## src/rtl/binary_window_zscore_detector_unit_defines.svh

```systemverilog
// assertion macros for the binary window z-score detector
`ifndef BINARY_WINDOW_ZSCORE_DETECTOR_UNIT_DEFINES_SVH
`define BINARY_WINDOW_ZSCORE_DETECTOR_UNIT_DEFINES_SVH
`ifndef SYNTH
// same-cycle implication
`define BWZD_ASSERT_IMP(lbl, clk, rst, ant, cons) \
  lbl: assert property (@(posedge clk) disable iff (rst) (ant) |-> (cons)) \
    else $error("bwzd same-cycle check failed");
// next-cycle implication
`define BWZD_ASSERT_NXT(lbl, clk, rst, ant, cons) \
  lbl: assert property (@(posedge clk) disable iff (rst) (ant) |=> (cons)) \
    else $error("bwzd next-cycle check failed");
`else
`define BWZD_ASSERT_IMP(lbl, clk, rst, ant, cons)
`define BWZD_ASSERT_NXT(lbl, clk, rst, ant, cons)
`endif
`endif

```

## src/rtl/bwzd_pkg.sv

```systemverilog
// shared constants, codes and types of the binary window z-score detector
package bwzd_pkg;

  // ring and window sizing
  localparam int WINDOW_MAX     = 540;
  localparam int WINDOW_SECONDS = 5400;
  localparam int PTR_W          = $clog2(WINDOW_MAX);
  localparam int CNT_W          = $clog2(WINDOW_MAX + 1);

  // field widths
  localparam int REG_W  = 16;
  localparam int IDX_W  = 2;
  localparam int FRAC_W = 16;
  localparam int PCT_W  = 15;

  // arithmetic widths
  localparam int RATE_SCALE = 25600;
  localparam int RATE_W     = CNT_W + 15;
  localparam int DIFF_W     = CNT_W + FRAC_W;
  localparam int DIV_D_W    = CNT_W + FRAC_W;
  localparam int DIV_N_W    = CNT_W + 26;
  localparam int DIV_CNT_W  = $clog2(DIV_N_W);
  localparam int DEV_W      = 28;

  // stream widths
  localparam int IN_DATA_W  = 72;
  localparam int IN_USER_W  = 2;
  localparam int OUT_DATA_W = 80;
  localparam int OUT_USER_W = 3;

  // register reset values
  localparam logic [REG_W-1:0] INTERVAL_RST = 16'd10;
  localparam logic [REG_W-1:0] MIN_BASE_RST = 16'd3;
  localparam logic [REG_W-1:0] THRESH_RST   = 16'd50;

  // calendar days that open the gate besides unknown
  localparam logic [REG_W-1:0] DAY_OPEN_A = 16'd20;
  localparam logic [REG_W-1:0] DAY_OPEN_B = 16'd21;

  // action codes
  localparam logic [IN_USER_W-1:0] ACT_PUSH  = 2'd0;
  localparam logic [IN_USER_W-1:0] ACT_EVAL  = 2'd1;
  localparam logic [IN_USER_W-1:0] ACT_CLEAR = 2'd2;

  // register indexes
  localparam logic [IDX_W-1:0] REG_INTERVAL = 2'd0;
  localparam logic [IDX_W-1:0] REG_MIN_BASE = 2'd1;
  localparam logic [IDX_W-1:0] REG_THRESH   = 2'd2;

  // evaluation sequencer
  typedef enum logic [3:0] {
    ST_IDLE,
    ST_WLEN_DIV,
    ST_WLEN_WAIT,
    ST_SCAN_SETUP,
    ST_SCAN,
    ST_RATE_DIV,
    ST_RATE_WAIT,
    ST_Z_MUL,
    ST_Z_DIFF,
    ST_Z_DIV,
    ST_Z_WAIT,
    ST_DEV_MUL,
    ST_DEV_DIV,
    ST_DEV_WAIT,
    ST_OUT
  } state_t;

  // divider request and response
  typedef struct packed {
    logic               start;
    logic [DIV_N_W-1:0] dividend;
    logic [DIV_D_W-1:0] divisor;
  } div_req_t;

  typedef struct packed {
    logic               busy;
    logic               done;
    logic [DIV_N_W-1:0] quotient;
  } div_rsp_t;

endpackage

```

## src/rtl/bwzd_div.sv

```systemverilog
// radix-2 restoring divider, one quotient bit per cycle
module bwzd_div
  import bwzd_pkg::*;
(
  input  logic     clk,
  input  logic     rst,
  input  div_req_t req,
  output div_rsp_t rsp
);

  logic [DIV_N_W-1:0]   num;
  logic [DIV_D_W-1:0]   den;
  logic [DIV_D_W-1:0]   rem;
  logic [DIV_CNT_W-1:0] cnt;
  logic                 busy;
  logic                 done;
  logic [DIV_D_W:0]     rem_sh;
  logic [DIV_D_W:0]     rem_new;
  logic                 sub_ok;

  // one trial subtraction
  always_comb begin
    rem_sh  = {rem, num[DIV_N_W-1]};
    sub_ok  = rem_sh >= {1'b0, den};
    rem_new = sub_ok ? (rem_sh - {1'b0, den}) : rem_sh;
  end

  // control
  always_ff @(posedge clk) begin
    if (rst) begin
      busy <= 1'b0;
      done <= 1'b0;
    end else begin
      done <= 1'b0;
      if (req.start && !busy) begin
        busy <= 1'b1;
      end else if (busy && (cnt == DIV_CNT_W'(DIV_N_W - 1))) begin
        busy <= 1'b0;
        done <= 1'b1;
      end
    end
  end

  // datapath, quotient bits shift into the dividend register
  always_ff @(posedge clk) begin
    if (req.start && !busy) begin
      num <= req.dividend;
      den <= req.divisor;
      rem <= '0;
      cnt <= '0;
    end else if (busy) begin
      num <= {num[DIV_N_W-2:0], sub_ok};
      rem <= rem_new[DIV_D_W-1:0];
      cnt <= cnt + 1'b1;
    end
  end

  assign rsp.busy     = busy;
  assign rsp.done     = done;
  assign rsp.quotient = num;

endmodule

```

## src/rtl/binary_window_zscore_detector_unit.sv

```systemverilog
// top level of the binary window z-score detector
//
// Items enter on the s_ stream: s_tuser carries the action (push a sample,
// evaluate the window, clear the window) and s_tdata the sample bits and the
// baseline figures. Push and clear give no result. An evaluate item gives
// one result item on the m_ stream; s_tready stays low while it is worked
// on. Evaluation reads the ring memory one sample a cycle over a window of
// w samples (w up to 540) and runs up to four serial divisions (window
// length, on rate, z score, threshold margin) on one shared divider.
// Three configuration registers are written through cfg_we/cfg_index/
// cfg_wdata; the user must write them only while the block is idle, which
// the block itself does not enforce; an index outside the list is ignored.
// Reset clears the ring pointers and fill count and loads the register
// defaults; the ring contents are not cleared. A result waits in the output
// register while m_tready is low; pushes and clears are still accepted then,
// and a further evaluate item holds in its last step until the result leaves.
module binary_window_zscore_detector_unit
  import bwzd_pkg::*;
(
  input  logic                  clk,
  input  logic                  rst,
  // configuration write port
  input  logic                  cfg_we,
  input  logic [IDX_W-1:0]      cfg_index,
  input  logic [REG_W-1:0]      cfg_wdata,
  // input items
  input  logic                  s_tvalid,
  output logic                  s_tready,
  // sample_on, sample_dirty, baseline_present, baseline_median, baseline_mad,
  // baseline_count, cycle_day
  input  logic [IN_DATA_W-1:0]  s_tdata,
  // action
  input  logic [IN_USER_W-1:0]  s_tuser,
  // result items
  output logic                  m_tvalid,
  input  logic                  m_tready,
  // detected, rate_pct_q8, baseline_rate_q8, baseline_count_out, z_score_q8,
  // z_margin_pct
  output logic [OUT_DATA_W-1:0] m_tdata,
  // window_full, untrusted, decision_valid
  output logic [OUT_USER_W-1:0] m_tuser
);

`include "binary_window_zscore_detector_unit_defines.svh"

  // saturate a rounded magnitude to a signed 16-bit value
  function automatic logic [15:0] sat16(input logic neg, input logic [DIV_N_W-1:0] q);
    logic [15:0] r;
    if (neg) begin
      r = (q > DIV_N_W'(32768)) ? 16'h8000 : (16'd0 - q[15:0]);
    end else begin
      r = (q > DIV_N_W'(32767)) ? 16'h7fff : q[15:0];
    end
    return r;
  endfunction

  // input fields
  logic        in_on;
  logic        in_dirty;
  logic        in_present;
  logic [15:0] in_median;
  logic [15:0] in_mad;
  logic [15:0] in_count;
  logic [15:0] in_day;

  assign in_on      = s_tdata[0];
  assign in_dirty   = s_tdata[1];
  assign in_present = s_tdata[2];
  assign in_median  = s_tdata[18:3];
  assign in_mad     = s_tdata[34:19];
  assign in_count   = s_tdata[50:35];
  assign in_day     = s_tdata[66:51];

  // configuration registers
  logic [REG_W-1:0] interval;
  logic [REG_W-1:0] min_base;
  logic [REG_W-1:0] thresh_pct;

  // ring state
  logic [1:0]       sample_mem [WINDOW_MAX];
  logic [1:0]       rd_data;
  logic             rd_vld;
  logic [PTR_W-1:0] wr_ptr;
  logic [CNT_W-1:0] fill_cnt;

  // evaluation state
  state_t           state;
  state_t           state_next;
  logic             present;
  logic [15:0]      median;
  logic [15:0]      mad;
  logic [15:0]      bcount;
  logic [15:0]      day;
  logic [CNT_W-1:0] win_len;
  logic [PTR_W-1:0] rd_addr;
  logic [CNT_W-1:0] issue_cnt;
  logic [CNT_W-1:0] on_cnt;
  logic             dirty;
  logic [DIFF_W-1:0] prod_mw;
  logic [DIV_D_W-1:0] prod_den;
  logic             diff_neg;
  logic [DIFF_W-1:0] diff_mag;
  logic [DEV_W-1:0] dev_prod;

  // result fields
  logic        res_full;
  logic        res_untrusted;
  logic        res_valid;
  logic        res_detected;
  logic [PCT_W-1:0] res_rate;
  logic [PCT_W-1:0] res_brate;
  logic [15:0] res_bcount;
  logic [15:0] res_z;
  logic [15:0] res_dev;

  // sequencer outputs
  logic     in_acc;
  logic     scan_issue;
  logic     out_load;
  div_req_t div_req;
  div_rsp_t div_rsp;

  // helpers
  logic                 pct_small;
  logic                 gate_open;
  logic [CNT_W-1:0]     q_clamp;
  logic [CNT_W:0]       start_sum;
  logic [RATE_W-1:0]    rate_num;
  logic [21:0]          brate_full;
  logic [CNT_W+24-1:0]  z_num;
  logic signed [24:0]   z_ext;
  logic signed [24:0]   thr_ext;
  logic [15:0]          z_mag;
  logic [DEV_W-1:0]     dev_small;

  assign in_acc    = s_tvalid && s_tready;
  assign pct_small = thresh_pct <= 16'd2;
  assign gate_open = (day == '0) || (day == DAY_OPEN_A) || (day == DAY_OPEN_B);

  always_comb begin
    // window length from the divider, clamped to the ring
    if (div_rsp.quotient == '0) begin
      q_clamp = CNT_W'(1);
    end else if (div_rsp.quotient > DIV_N_W'(WINDOW_MAX)) begin
      q_clamp = CNT_W'(WINDOW_MAX);
    end else begin
      q_clamp = div_rsp.quotient[CNT_W-1:0];
    end
    // oldest sample of the window
    if ({1'b0, CNT_W'(wr_ptr)} >= {1'b0, win_len}) begin
      start_sum = {1'b0, CNT_W'(wr_ptr)} - {1'b0, win_len};
    end else begin
      start_sum = {1'b0, CNT_W'(wr_ptr)} + (CNT_W + 1)'(WINDOW_MAX) - {1'b0, win_len};
    end
    rate_num   = RATE_W'(on_cnt) * RATE_W'(RATE_SCALE) + RATE_W'(win_len >> 1);
    brate_full = 22'(median) * 22'd25 + 22'd32;
    z_num      = {diff_mag, 8'd0};
    z_ext      = {{9{res_z[15]}}, res_z};
    thr_ext    = $signed({1'b0, thresh_pct, 8'd0});
    z_mag      = res_z[15] ? (16'd0 - res_z) : res_z;
    dev_small  = (dev_prod + DEV_W'(128)) >> 8;
  end

  // next state
  always_comb begin
    state_next = state;
    case (state)
      ST_IDLE: begin
        if (in_acc && (s_tuser == ACT_EVAL)) state_next = ST_WLEN_DIV;
      end
      ST_WLEN_DIV: begin
        state_next = (interval == '0) ? ST_SCAN_SETUP : ST_WLEN_WAIT;
      end
      ST_WLEN_WAIT: begin
        if (div_rsp.done) state_next = ST_SCAN_SETUP;
      end
      ST_SCAN_SETUP: begin
        state_next = (fill_cnt < win_len) ? ST_OUT : ST_SCAN;
      end
      ST_SCAN: begin
        if ((issue_cnt == win_len) && !rd_vld) state_next = ST_RATE_DIV;
      end
      ST_RATE_DIV: begin
        state_next = ST_RATE_WAIT;
      end
      ST_RATE_WAIT: begin
        if (div_rsp.done) begin
          if (dirty || !present || (bcount < min_base)) begin
            state_next = ST_OUT;
          end else begin
            state_next = ST_Z_MUL;
          end
        end
      end
      ST_Z_MUL: begin
        state_next = ST_Z_DIFF;
      end
      ST_Z_DIFF: begin
        state_next = ST_Z_DIV;
      end
      ST_Z_DIV: begin
        state_next = (mad == '0) ? ST_DEV_MUL : ST_Z_WAIT;
      end
      ST_Z_WAIT: begin
        if (div_rsp.done) state_next = ST_DEV_MUL;
      end
      ST_DEV_MUL: begin
        state_next = ST_DEV_DIV;
      end
      ST_DEV_DIV: begin
        state_next = pct_small ? ST_OUT : ST_DEV_WAIT;
      end
      ST_DEV_WAIT: begin
        if (div_rsp.done) state_next = ST_OUT;
      end
      ST_OUT: begin
        if (!m_tvalid || m_tready) state_next = ST_IDLE;
      end
      default: begin
        state_next = ST_IDLE;
      end
    endcase
  end

  // sequencer outputs
  always_comb begin
    s_tready         = 1'b0;
    scan_issue       = 1'b0;
    out_load         = 1'b0;
    div_req.start    = 1'b0;
    div_req.dividend = DIV_N_W'(WINDOW_SECONDS);
    div_req.divisor  = DIV_D_W'(interval);
    case (state)
      ST_IDLE: begin
        s_tready = 1'b1;
      end
      ST_WLEN_DIV: begin
        div_req.start = interval != '0;
      end
      ST_SCAN: begin
        scan_issue = issue_cnt != win_len;
      end
      ST_RATE_DIV: begin
        div_req.start    = 1'b1;
        div_req.dividend = DIV_N_W'(rate_num);
        div_req.divisor  = DIV_D_W'(win_len);
      end
      ST_Z_DIV: begin
        div_req.start    = mad != '0;
        div_req.dividend = DIV_N_W'(z_num) + DIV_N_W'(prod_den >> 1);
        div_req.divisor  = prod_den;
      end
      ST_DEV_DIV: begin
        div_req.start    = !pct_small;
        div_req.dividend = DIV_N_W'(dev_prod) + DIV_N_W'({thresh_pct, 7'd0});
        div_req.divisor  = DIV_D_W'({thresh_pct, 8'd0});
      end
      ST_OUT: begin
        out_load = !m_tvalid || m_tready;
      end
      default: begin
      end
    endcase
  end

  // state register
  always_ff @(posedge clk) begin
    if (rst) begin
      state <= ST_IDLE;
    end else begin
      state <= state_next;
    end
  end

  // configuration registers
  always_ff @(posedge clk) begin
    if (rst) begin
      interval   <= INTERVAL_RST;
      min_base   <= MIN_BASE_RST;
      thresh_pct <= THRESH_RST;
    end else if (cfg_we) begin
      case (cfg_index)
        REG_INTERVAL: interval   <= cfg_wdata;
        REG_MIN_BASE: min_base   <= cfg_wdata;
        REG_THRESH:   thresh_pct <= cfg_wdata;
        default: begin
        end
      endcase
    end
  end

  // ring memory, one write port and one registered read port
  always_ff @(posedge clk) begin
    if (in_acc && (s_tuser == ACT_PUSH)) begin
      sample_mem[wr_ptr] <= {in_dirty, in_on};
    end
    if (scan_issue) begin
      rd_data <= sample_mem[rd_addr];
    end
  end

  // ring pointers and read valid
  always_ff @(posedge clk) begin
    if (rst) begin
      wr_ptr   <= '0;
      fill_cnt <= '0;
      rd_vld   <= 1'b0;
    end else begin
      rd_vld <= scan_issue;
      if (in_acc && (s_tuser == ACT_PUSH)) begin
        wr_ptr <= (wr_ptr == PTR_W'(WINDOW_MAX - 1)) ? '0 : (wr_ptr + 1'b1);
        if (fill_cnt != CNT_W'(WINDOW_MAX)) fill_cnt <= fill_cnt + 1'b1;
      end else if (in_acc && (s_tuser == ACT_CLEAR)) begin
        wr_ptr   <= '0;
        fill_cnt <= '0;
      end
    end
  end

  // evaluation datapath
  always_ff @(posedge clk) begin
    case (state)
      ST_IDLE: begin
        if (in_acc && (s_tuser == ACT_EVAL)) begin
          present       <= in_present;
          median        <= in_median;
          mad           <= in_mad;
          bcount        <= in_count;
          day           <= in_day;
          res_full      <= 1'b0;
          res_untrusted <= 1'b0;
          res_valid     <= 1'b0;
          res_detected  <= 1'b0;
          res_rate      <= '0;
          res_brate     <= '0;
          res_bcount    <= '0;
          res_z         <= '0;
          res_dev       <= '0;
        end
      end
      ST_WLEN_DIV: begin
        if (interval == '0) win_len <= CNT_W'(1);
      end
      ST_WLEN_WAIT: begin
        if (div_rsp.done) win_len <= q_clamp;
      end
      ST_SCAN_SETUP: begin
        rd_addr   <= start_sum[PTR_W-1:0];
        issue_cnt <= '0;
        on_cnt    <= '0;
        dirty     <= 1'b0;
        if (fill_cnt >= win_len) res_full <= 1'b1;
      end
      ST_SCAN: begin
        // count on and dirty bits as the read data returns
        if (scan_issue) begin
          issue_cnt <= issue_cnt + 1'b1;
          rd_addr   <= (rd_addr == PTR_W'(WINDOW_MAX - 1)) ? '0 : (rd_addr + 1'b1);
        end
        if (rd_vld) begin
          on_cnt <= on_cnt + CNT_W'(rd_data[0]);
          dirty  <= dirty | rd_data[1];
        end
      end
      ST_RATE_WAIT: begin
        if (div_rsp.done) begin
          res_rate <= div_rsp.quotient[PCT_W-1:0];
          if (dirty) begin
            res_untrusted <= 1'b1;
          end else if (present) begin
            res_brate  <= brate_full[PCT_W+5:6];
            res_bcount <= bcount;
          end
        end
      end
      ST_Z_MUL: begin
        prod_mw  <= DIFF_W'(median) * DIFF_W'(win_len);
        prod_den <= DIV_D_W'(mad) * DIV_D_W'(win_len);
      end
      ST_Z_DIFF: begin
        diff_neg <= {on_cnt, 16'd0} < prod_mw;
        diff_mag <= ({on_cnt, 16'd0} < prod_mw) ? (prod_mw - {on_cnt, 16'd0})
                                                : ({on_cnt, 16'd0} - prod_mw);
      end
      ST_Z_DIV: begin
        // zero spread saturates by sign alone
        if (mad == '0) begin
          res_z <= (diff_mag == '0) ? 16'h0000 : (diff_neg ? 16'h8000 : 16'h7fff);
        end
      end
      ST_Z_WAIT: begin
        if (div_rsp.done) res_z <= sat16(diff_neg, div_rsp.quotient);
      end
      ST_DEV_MUL: begin
        dev_prod  <= DEV_W'(z_mag) * (pct_small ? DEV_W'(1000) : DEV_W'(2500));
        res_valid <= 1'b1;
        if (pct_small) begin
          res_detected <= ((z_ext * 25'sd10) >= 25'sd256) && gate_open;
        end else begin
          res_detected <= ((z_ext * 25'sd25) >= thr_ext) && gate_open;
        end
      end
      ST_DEV_DIV: begin
        if (pct_small) res_dev <= sat16(res_z[15], DIV_N_W'(dev_small));
      end
      ST_DEV_WAIT: begin
        if (div_rsp.done) res_dev <= sat16(res_z[15], div_rsp.quotient);
      end
      default: begin
      end
    endcase
  end

  // output register
  always_ff @(posedge clk) begin
    if (rst) begin
      m_tvalid <= 1'b0;
    end else if (out_load) begin
      m_tvalid <= 1'b1;
    end else if (m_tready) begin
      m_tvalid <= 1'b0;
    end
  end

  always_ff @(posedge clk) begin
    if (out_load) begin
      m_tdata <= {1'b0, res_dev, res_z, res_bcount, res_brate, res_rate, res_detected};
      m_tuser <= {res_valid, res_untrusted, res_full};
    end
  end

  // shared divider
  bwzd_div u_div (
    .clk (clk),
    .rst (rst),
    .req (div_req),
    .rsp (div_rsp)
  );

  // checks
  `BWZD_ASSERT_IMP(a_div_start_idle, clk, rst, div_req.start, !div_rsp.busy)
  `BWZD_ASSERT_IMP(a_ring_range, clk, rst, 1'b1, (CNT_W'(wr_ptr) < CNT_W'(WINDOW_MAX)) && (fill_cnt <= CNT_W'(WINDOW_MAX)))
  `BWZD_ASSERT_IMP(a_scan_bound, clk, rst, state == ST_SCAN, issue_cnt <= win_len)
  `BWZD_ASSERT_IMP(a_result_from_seq, clk, rst, $rose(m_tvalid), $past(state == ST_OUT))
  `BWZD_ASSERT_NXT(a_ready_after_out, clk, rst, out_load, m_tvalid && s_tready)

endmodule
```

## config.mk

```make
export PLATFORM = sky130hd
export DESIGN_NAME = binary_window_zscore_detector_unit
export DESIGN_NICKNAME = d
export VERILOG_FILES = /design/src/rtl/bwzd_pkg.sv /design/src/rtl/bwzd_div.sv /design/src/rtl/binary_window_zscore_detector_unit.sv
export VERILOG_INCLUDE_DIRS = /design/src /design/src/rtl
export SDC_FILE = /design/constraint.sdc
export NUM_CORES = 2
export LEC_CHECK = 0
export ABC_AREA = 1
export ABC_CLOCK_PERIOD_IN_PS = 7800
export CAP_MARGIN = 20
export CORE_ASPECT_RATIO = 1.1
export CORE_MARGIN = 5
export CORE_UTILIZATION = 40
export DETAILED_ROUTE_END_ITERATION = 8
export DONT_BUFFER_PORTS = 1
export HOLD_SLACK_MARGIN = 0.06
export SYNTH_ARGS = -nofsm -noshare
export SYNTH_HDL_FRONTEND = slang
export SYNTH_SLANG_ARGS = --single-unit
```

## constraint.sdc

```tcl
create_clock -name clk -period 7.8 [get_ports clk]
set_input_delay 1.56 -clock clk [delete_from_list [all_inputs] [get_ports clk]]
set_output_delay 1.56 -clock clk [all_outputs]
set_load 0.03 [all_outputs]
```

# Word level (Yosys, flattened, before mapping)
# Memory sizes are Yosys's and may differ from the RTL's. A register that Yosys moved wholly into a read port is not among the register bits.
# Cells that the tools add are included.
# word_totals
ff_bits	547
ram_bits	1080
inputBits	97
word_cells	270
n_memories	1
# memory_table
memory	words	word_bits	read_ports	rd_ports_with_merged_regs	write_ports	line_no	rtl
sample_mem	540	2	1	1	1	binary_window_zscore_detector_unit.sv:80	logic [1:0] sample_mem [WINDOW_MAX];
# classes
addsub	20
n_mul	7
magnitude_cmp	14
n_eq_ne	43
muxes	87
n_bitwise	1
n_reduce_logical	57
# op_table
operator	n
$mux W16	18
$pmux W61 S3	1
$mux W10	14
$pmux W16 S3	2
$pmux W10 S2	4
$sub A26 B26 Y26	3
$mux W15	5
$mux W36	2
$pmux W15 S2	2
$pmux W4 S15	1
$mul A16 B10 Y26	2
$mux W26	2
$logic_not A16 Y1	3
$sub A1 B16 Y16 const A	3
$add A10 B1 Y10 const B	4
$gt A36 B10 Y1 const B	1
$gt A36 B15 Y1 const B	1
$gt A36 B16 Y1 const B	1
$logic_not A36 Y1	1
$mux W4	9
$add A34 B25 Y35	1
$eq A16 B5 Y1 const B	2
$pmux W16 S2	1
$reduce_bool A16 Y1	2
56 further kinds	144

# Longest topological paths before layout
# logic_depth
word_depth	6
ltp_mapped	30

# Modules after synthesis
# Synthesis repeated with hierarchy kept, for this count alone.
# hier_totals
hier_cells	10312
hier_area_um2	95684.3
# by_module_without_submodules
module	n_inst	cells_each	area_each_um2
binary_window_zscore_detector_unit	1	9469	89608.4
bwzd_div	1	843	6075.8

# Worst setup path before layout
# Ideal clock, no wire load.
# synth_path
path_type	flip-flop to flip-flop
start	register res_z[0]
end	register dev_prod[27] (data pin)
arrival_time_ps	5572
t_required_ps	7524
path_slack_ps	1952
path_stages_with_launch	25
period_less_slack_ps	5848
path_cell_list	edfxtp_1 -> inv_1 -> ha_1 -> nand4_1 -> nor2_1 -> nand2_1 -> nand2_1 -> xor2_1 -> inv_1 -> fa_1 -> fa_1 -> inv_1 -> fa_1 -> fa_1 -> inv_1 -> fa_1 -> inv_1 -> ha_1 -> nand2_1 -> nor4_1 -> nand4_1 -> nand3_1 -> nand2_1 -> o311ai_0 -> xor2_1
# synth_via
elab_chain_cells	3
# synth_rtl
element	line_no	rtl
start, declared	binary_window_zscore_detector_unit.sv:113	logic [15:0] res_z;
start signal, assigned	binary_window_zscore_detector_unit.sv:388	res_z <= (diff_mag == '0) ? 16'h0000 : (diff_neg ? 16'h8000 : 16'h7fff);
start signal, assigned	binary_window_zscore_detector_unit.sv:392	if (div_rsp.done) res_z <= sat16(diff_neg, div_rsp.quotient);
$sub A1 B16 Y16	binary_window_zscore_detector_unit.sv:160	z_mag = res_z[15] ? (16'd0 - res_z) : res_z;
$mux W16 *	binary_window_zscore_detector_unit.sv:160	
$mul A16 B12 Y28 *	binary_window_zscore_detector_unit.sv:395	dev_prod <= DEV_W'(z_mag) * (pct_small ? DEV_W'(1000) : DEV_W'(2500));
end signal, assigned	binary_window_zscore_detector_unit.sv:395	
end, declared	binary_window_zscore_detector_unit.sv:103	logic [DEV_W-1:0] dev_prod;
# Mark *: on every way between the ends. The rest lies on a longest branch, timed or not.
# A chain may end at the register's enable or synchronous reset.

# Worst setup path after layout
# layout_path
start	register res_z[2]
end	register dev_prod[25] (data pin)
# The elaborated chain is that of the path after synthesis.

==> impl_metrics.tcl <==
set metrics [dict create \
    setup_violations 0 \
    wl_per_cell_um 20.5 \
    violations "max-slew violations" \
    ys_ff_latch 1627 \
    synthToLayoutAreaGrowth_pct 9.68 \
    antenna_found_initial 12 \
    grt_overflow 0 \
    utilization 0.442 \
    worst-slew-pin-transition_ps 1760 \
    drc 0 \
    rsz0062_at_grt "false" \
    sw_frac_of_total 0.344 \
    worstRegToRegCells 25 \
    routabilityCongestion 0.954 \
    cp.arrival_ps 7200 \
    fin_area_sq_um 104000 \
    core.rowCount 187 \
    cp-end-kind "flop" \
    maxCapViolations 0 \
    r2r_setup_slack_ps 1180 \
    die_h_um 522 \
    syn_inst 10200 \
    slowest_stage "fa_1" \
    ant_nets 0 \
    p_comb_frac 0.329 \
    portBuffers 0 \
    r2r-end "dev_prod[25]" \
    power_frac_clock 0.303 \
    holdPathEnd "m_tdata[32]" \
    drt-total-wl_um 274000 \
    dp_hpwl_um 187000 \
    yosysTopAreaCellShare 0.479 \
    synthArstFlopShare 0 \
    initial_core_util 0.403 \
    grt_pass1_wl_um 419000 \
    synth_area_sq_um 95200 \
    power_frac_seq 0.368 \
    track_usage 0.219 \
    fp.dieArea_sq_um 248000 \
    power.density_nw_per_um2 269 \
    power.internal_mw 18.4 \
    clockBufferDepth 3 \
    post-cts-setup-buffer-count 0 \
    path_buf_inv 6 \
    cp_slowest_stage_delay_ps 570 \
    power_mw 28.1 \
    yosys_warnings 0 \
    register_area_sq_um 47800 \
    holdBufCountCts 0 \
    critPathMaxFanout 8 \
    hold_viol_final 0 \
    place_ws_ps 1180 \
    cts_root_buf "clkbuf_16" \
    clk_pin_slew_ps 60 \
    clkSinkCount 1627 \
    die_x_um 475 \
    yosysSeqAreaShare 0.502 \
    crit_type "flop to flop" \
    drt_iter0_drc 7022 \
    startpoint_type "flop" \
    yosys.area.top_type "edfxtp_1" \
    synth_edf_count 1519 \
    timing.rr.start "res_z[2]" \
    grt_pass1_vias 70300 \
    n_fill_cell 22700 \
    drv_slew 247 \
    syn_area_per_cell_sq_um 9.31 \
    setup_ws_ps 1180 \
    hold_start "res_bcount[1]" \
    timing.fmax_mhz 151 \
    path_delay_family "adder cells" \
    status "finished with violations" \
    core-area_sq_um 236000 \
    finalCritPeriodShare 0.848 \
    htree_levels 4 \
    clock_latency_ps 860 \
    p_leak_nw 43.0 \
    postCtsResizedCells 0 \
    cp_common_cell "inv_1" \
    cts-buffers-inserted 173 \
    hold-path-cell-count 0 \
    cp.required_ps 8380 \
    synth-main-ff-cell "edfxtp_1" \
    finalClockSkew_ps 58.9 \
    grt_max_degree 541 \
    vias 71300 \
    drive_above_1_share 0.0481 \
    dr.pass1.iters 6 \
    cts_tree "built" \
    dpl-instance-area_sq_um 98400 \
    hold_class "flop to flop" \
    netSwitchingPower_mw 9.65 \
    nets 11100 \
    synth.top_cells.by_area "edfxtp_1 (48%), nand2_1 (8.3%), fa_1 (7.2%)" \
    period_minus_slack_ps 6620 \
    viasPerCell 5.34 \
    irDropWorstVdd_mv 0.370 \
    multi_input_area_sq_um 41000 \
    synth_cell_type_count 69 \
    relSlewSlack -0.176 \
    setup_tns_ps 0 \
    io_pins 182 \
]
-- stage by stage --
step / cells / hold WS (ps)
finish: 13300 / 409
floorplan: 10200 / 400
detailed placement: 13000 / 405
global route: 13300 / 417
CTS: 13300 / 411
global placement: 13000 / 401
-- cells in the mapped netlist (all sizes together), types with 24 or more instances --
cell type / instances
nand2: 2119
nor2: 1561
edfxtp: 1519
inv: 1218
o21ai: 629
nand3: 608
ha: 538
a21oi: 431
fa: 342
clkbuf: 297
buf: 166
xor2: 126
dfxtp: 108
o211ai: 78
nand4: 66
nor3: 66
xnor2: 58
or2: 49
nor4: 39
o21bai: 28
o311ai: 26
o22ai: 24
-- layout make-up --
cell class	count	area share
Sequential cell	1627	0.458
Clock inverter	123	0.0138
Timing Repair Buffer	127	0.0116
Inverter	1223	0.0442
Multi-Input combinational cell	6923	0.393
Tap cell	3118	0.0374
Antenna cell	6	0.000144
Clock buffer	200	0.0425
-- flip-flops by register name, summed over array words and instances (netlist names), 26 cells and up --
register,flops
sample_mem,1080
m_tdata,79
u_div.num,36
dev_prod,26
diff_mag,26
prod_den,26
prod_mw,26
u_div.den,26
u_div.rem,26
-- power by group through the flow --
stage | clock network [mW] | registers (mW) | logic [mW]
global route | 9.04 | 10.3 | 10.6
floorplan | 0 | 10.4 | 6.75
finish | 8.51 | 10.3 | 9.24
CTS | 8.67 | 10.3 | 9.26
detailed placement | 0 | 10.5 | 9.10
global placement | 0 | 10.5 | 9.18
-- how the worst max path moves through the flow --
stage / start / endpoint / depth (start not counted)
finish: res_z[2] / dev_prod[25] / 25
global route: res_z[2] / dev_prod[25] / 28
CTS: res_z[2] / dev_prod[27] / 26
floorplan: res_z[0] / dev_prod[27] / 24
global placement: res_z[2] / dev_prod[27] / 26
detailed placement: res_z[2] / dev_prod[24] / 27
-- logic make-up after synthesis --
| logic type | count (synthesis) | share of synthesized area |
|---|---|---|
| adder cells (fa/ha/maj) | 880 | 0.143 |
| multiplexers | 1 | 0.000105 |
| flip-flops | 1627 | 0.502 |
| buffers and inverters | 1686 | 0.0685 |
| AND/OR/NAND/NOR | 4530 | 0.194 |
| XOR/XNOR | 184 | 0.0169 |
| AO/OA/AOI/OAI | 1314 | 0.0762 |
| other | 2 | 0.0000789 |
-- cell usage in the layout, fill, tap and decap left out, types with 21 or more instances in the layout --
cell	netlist	layout
o211ai_1	78	78
dfxtp_1	108	108
o21ai_0	536	535
ha_1	538	538
nand2_1	2112	2107
a31oi_1	21	21
a21oi_1	431	431
nor4_1	39	39
inv_1	1202	1200
o21ai_1	92	93
nand3_1	607	606
clkbuf_16	0	173
fa_1	342	342
buf_4	10	112
nand4_1	66	66
o21bai_1	27	27
clkbuf_1	297	26
clkinv_2	1	31
xor2_1	126	126
o311ai_0	26	26
xnor2_1	58	58
edfxtp_1	1519	1519
bufinv_16	0	22
o22ai_1	24	24
nor2_1	1548	1540
nor3_1	62	62
clkinv_1	4	40
or2_2	41	41
-- routing by layer --
layer  share of wire  global-route usage
met5         0.00023                   0
met1            0.44               0.306
met3           0.071              0.0351
met4           0.032              0.0723
met2            0.46               0.347
Power figures use the tool's default switching activity.
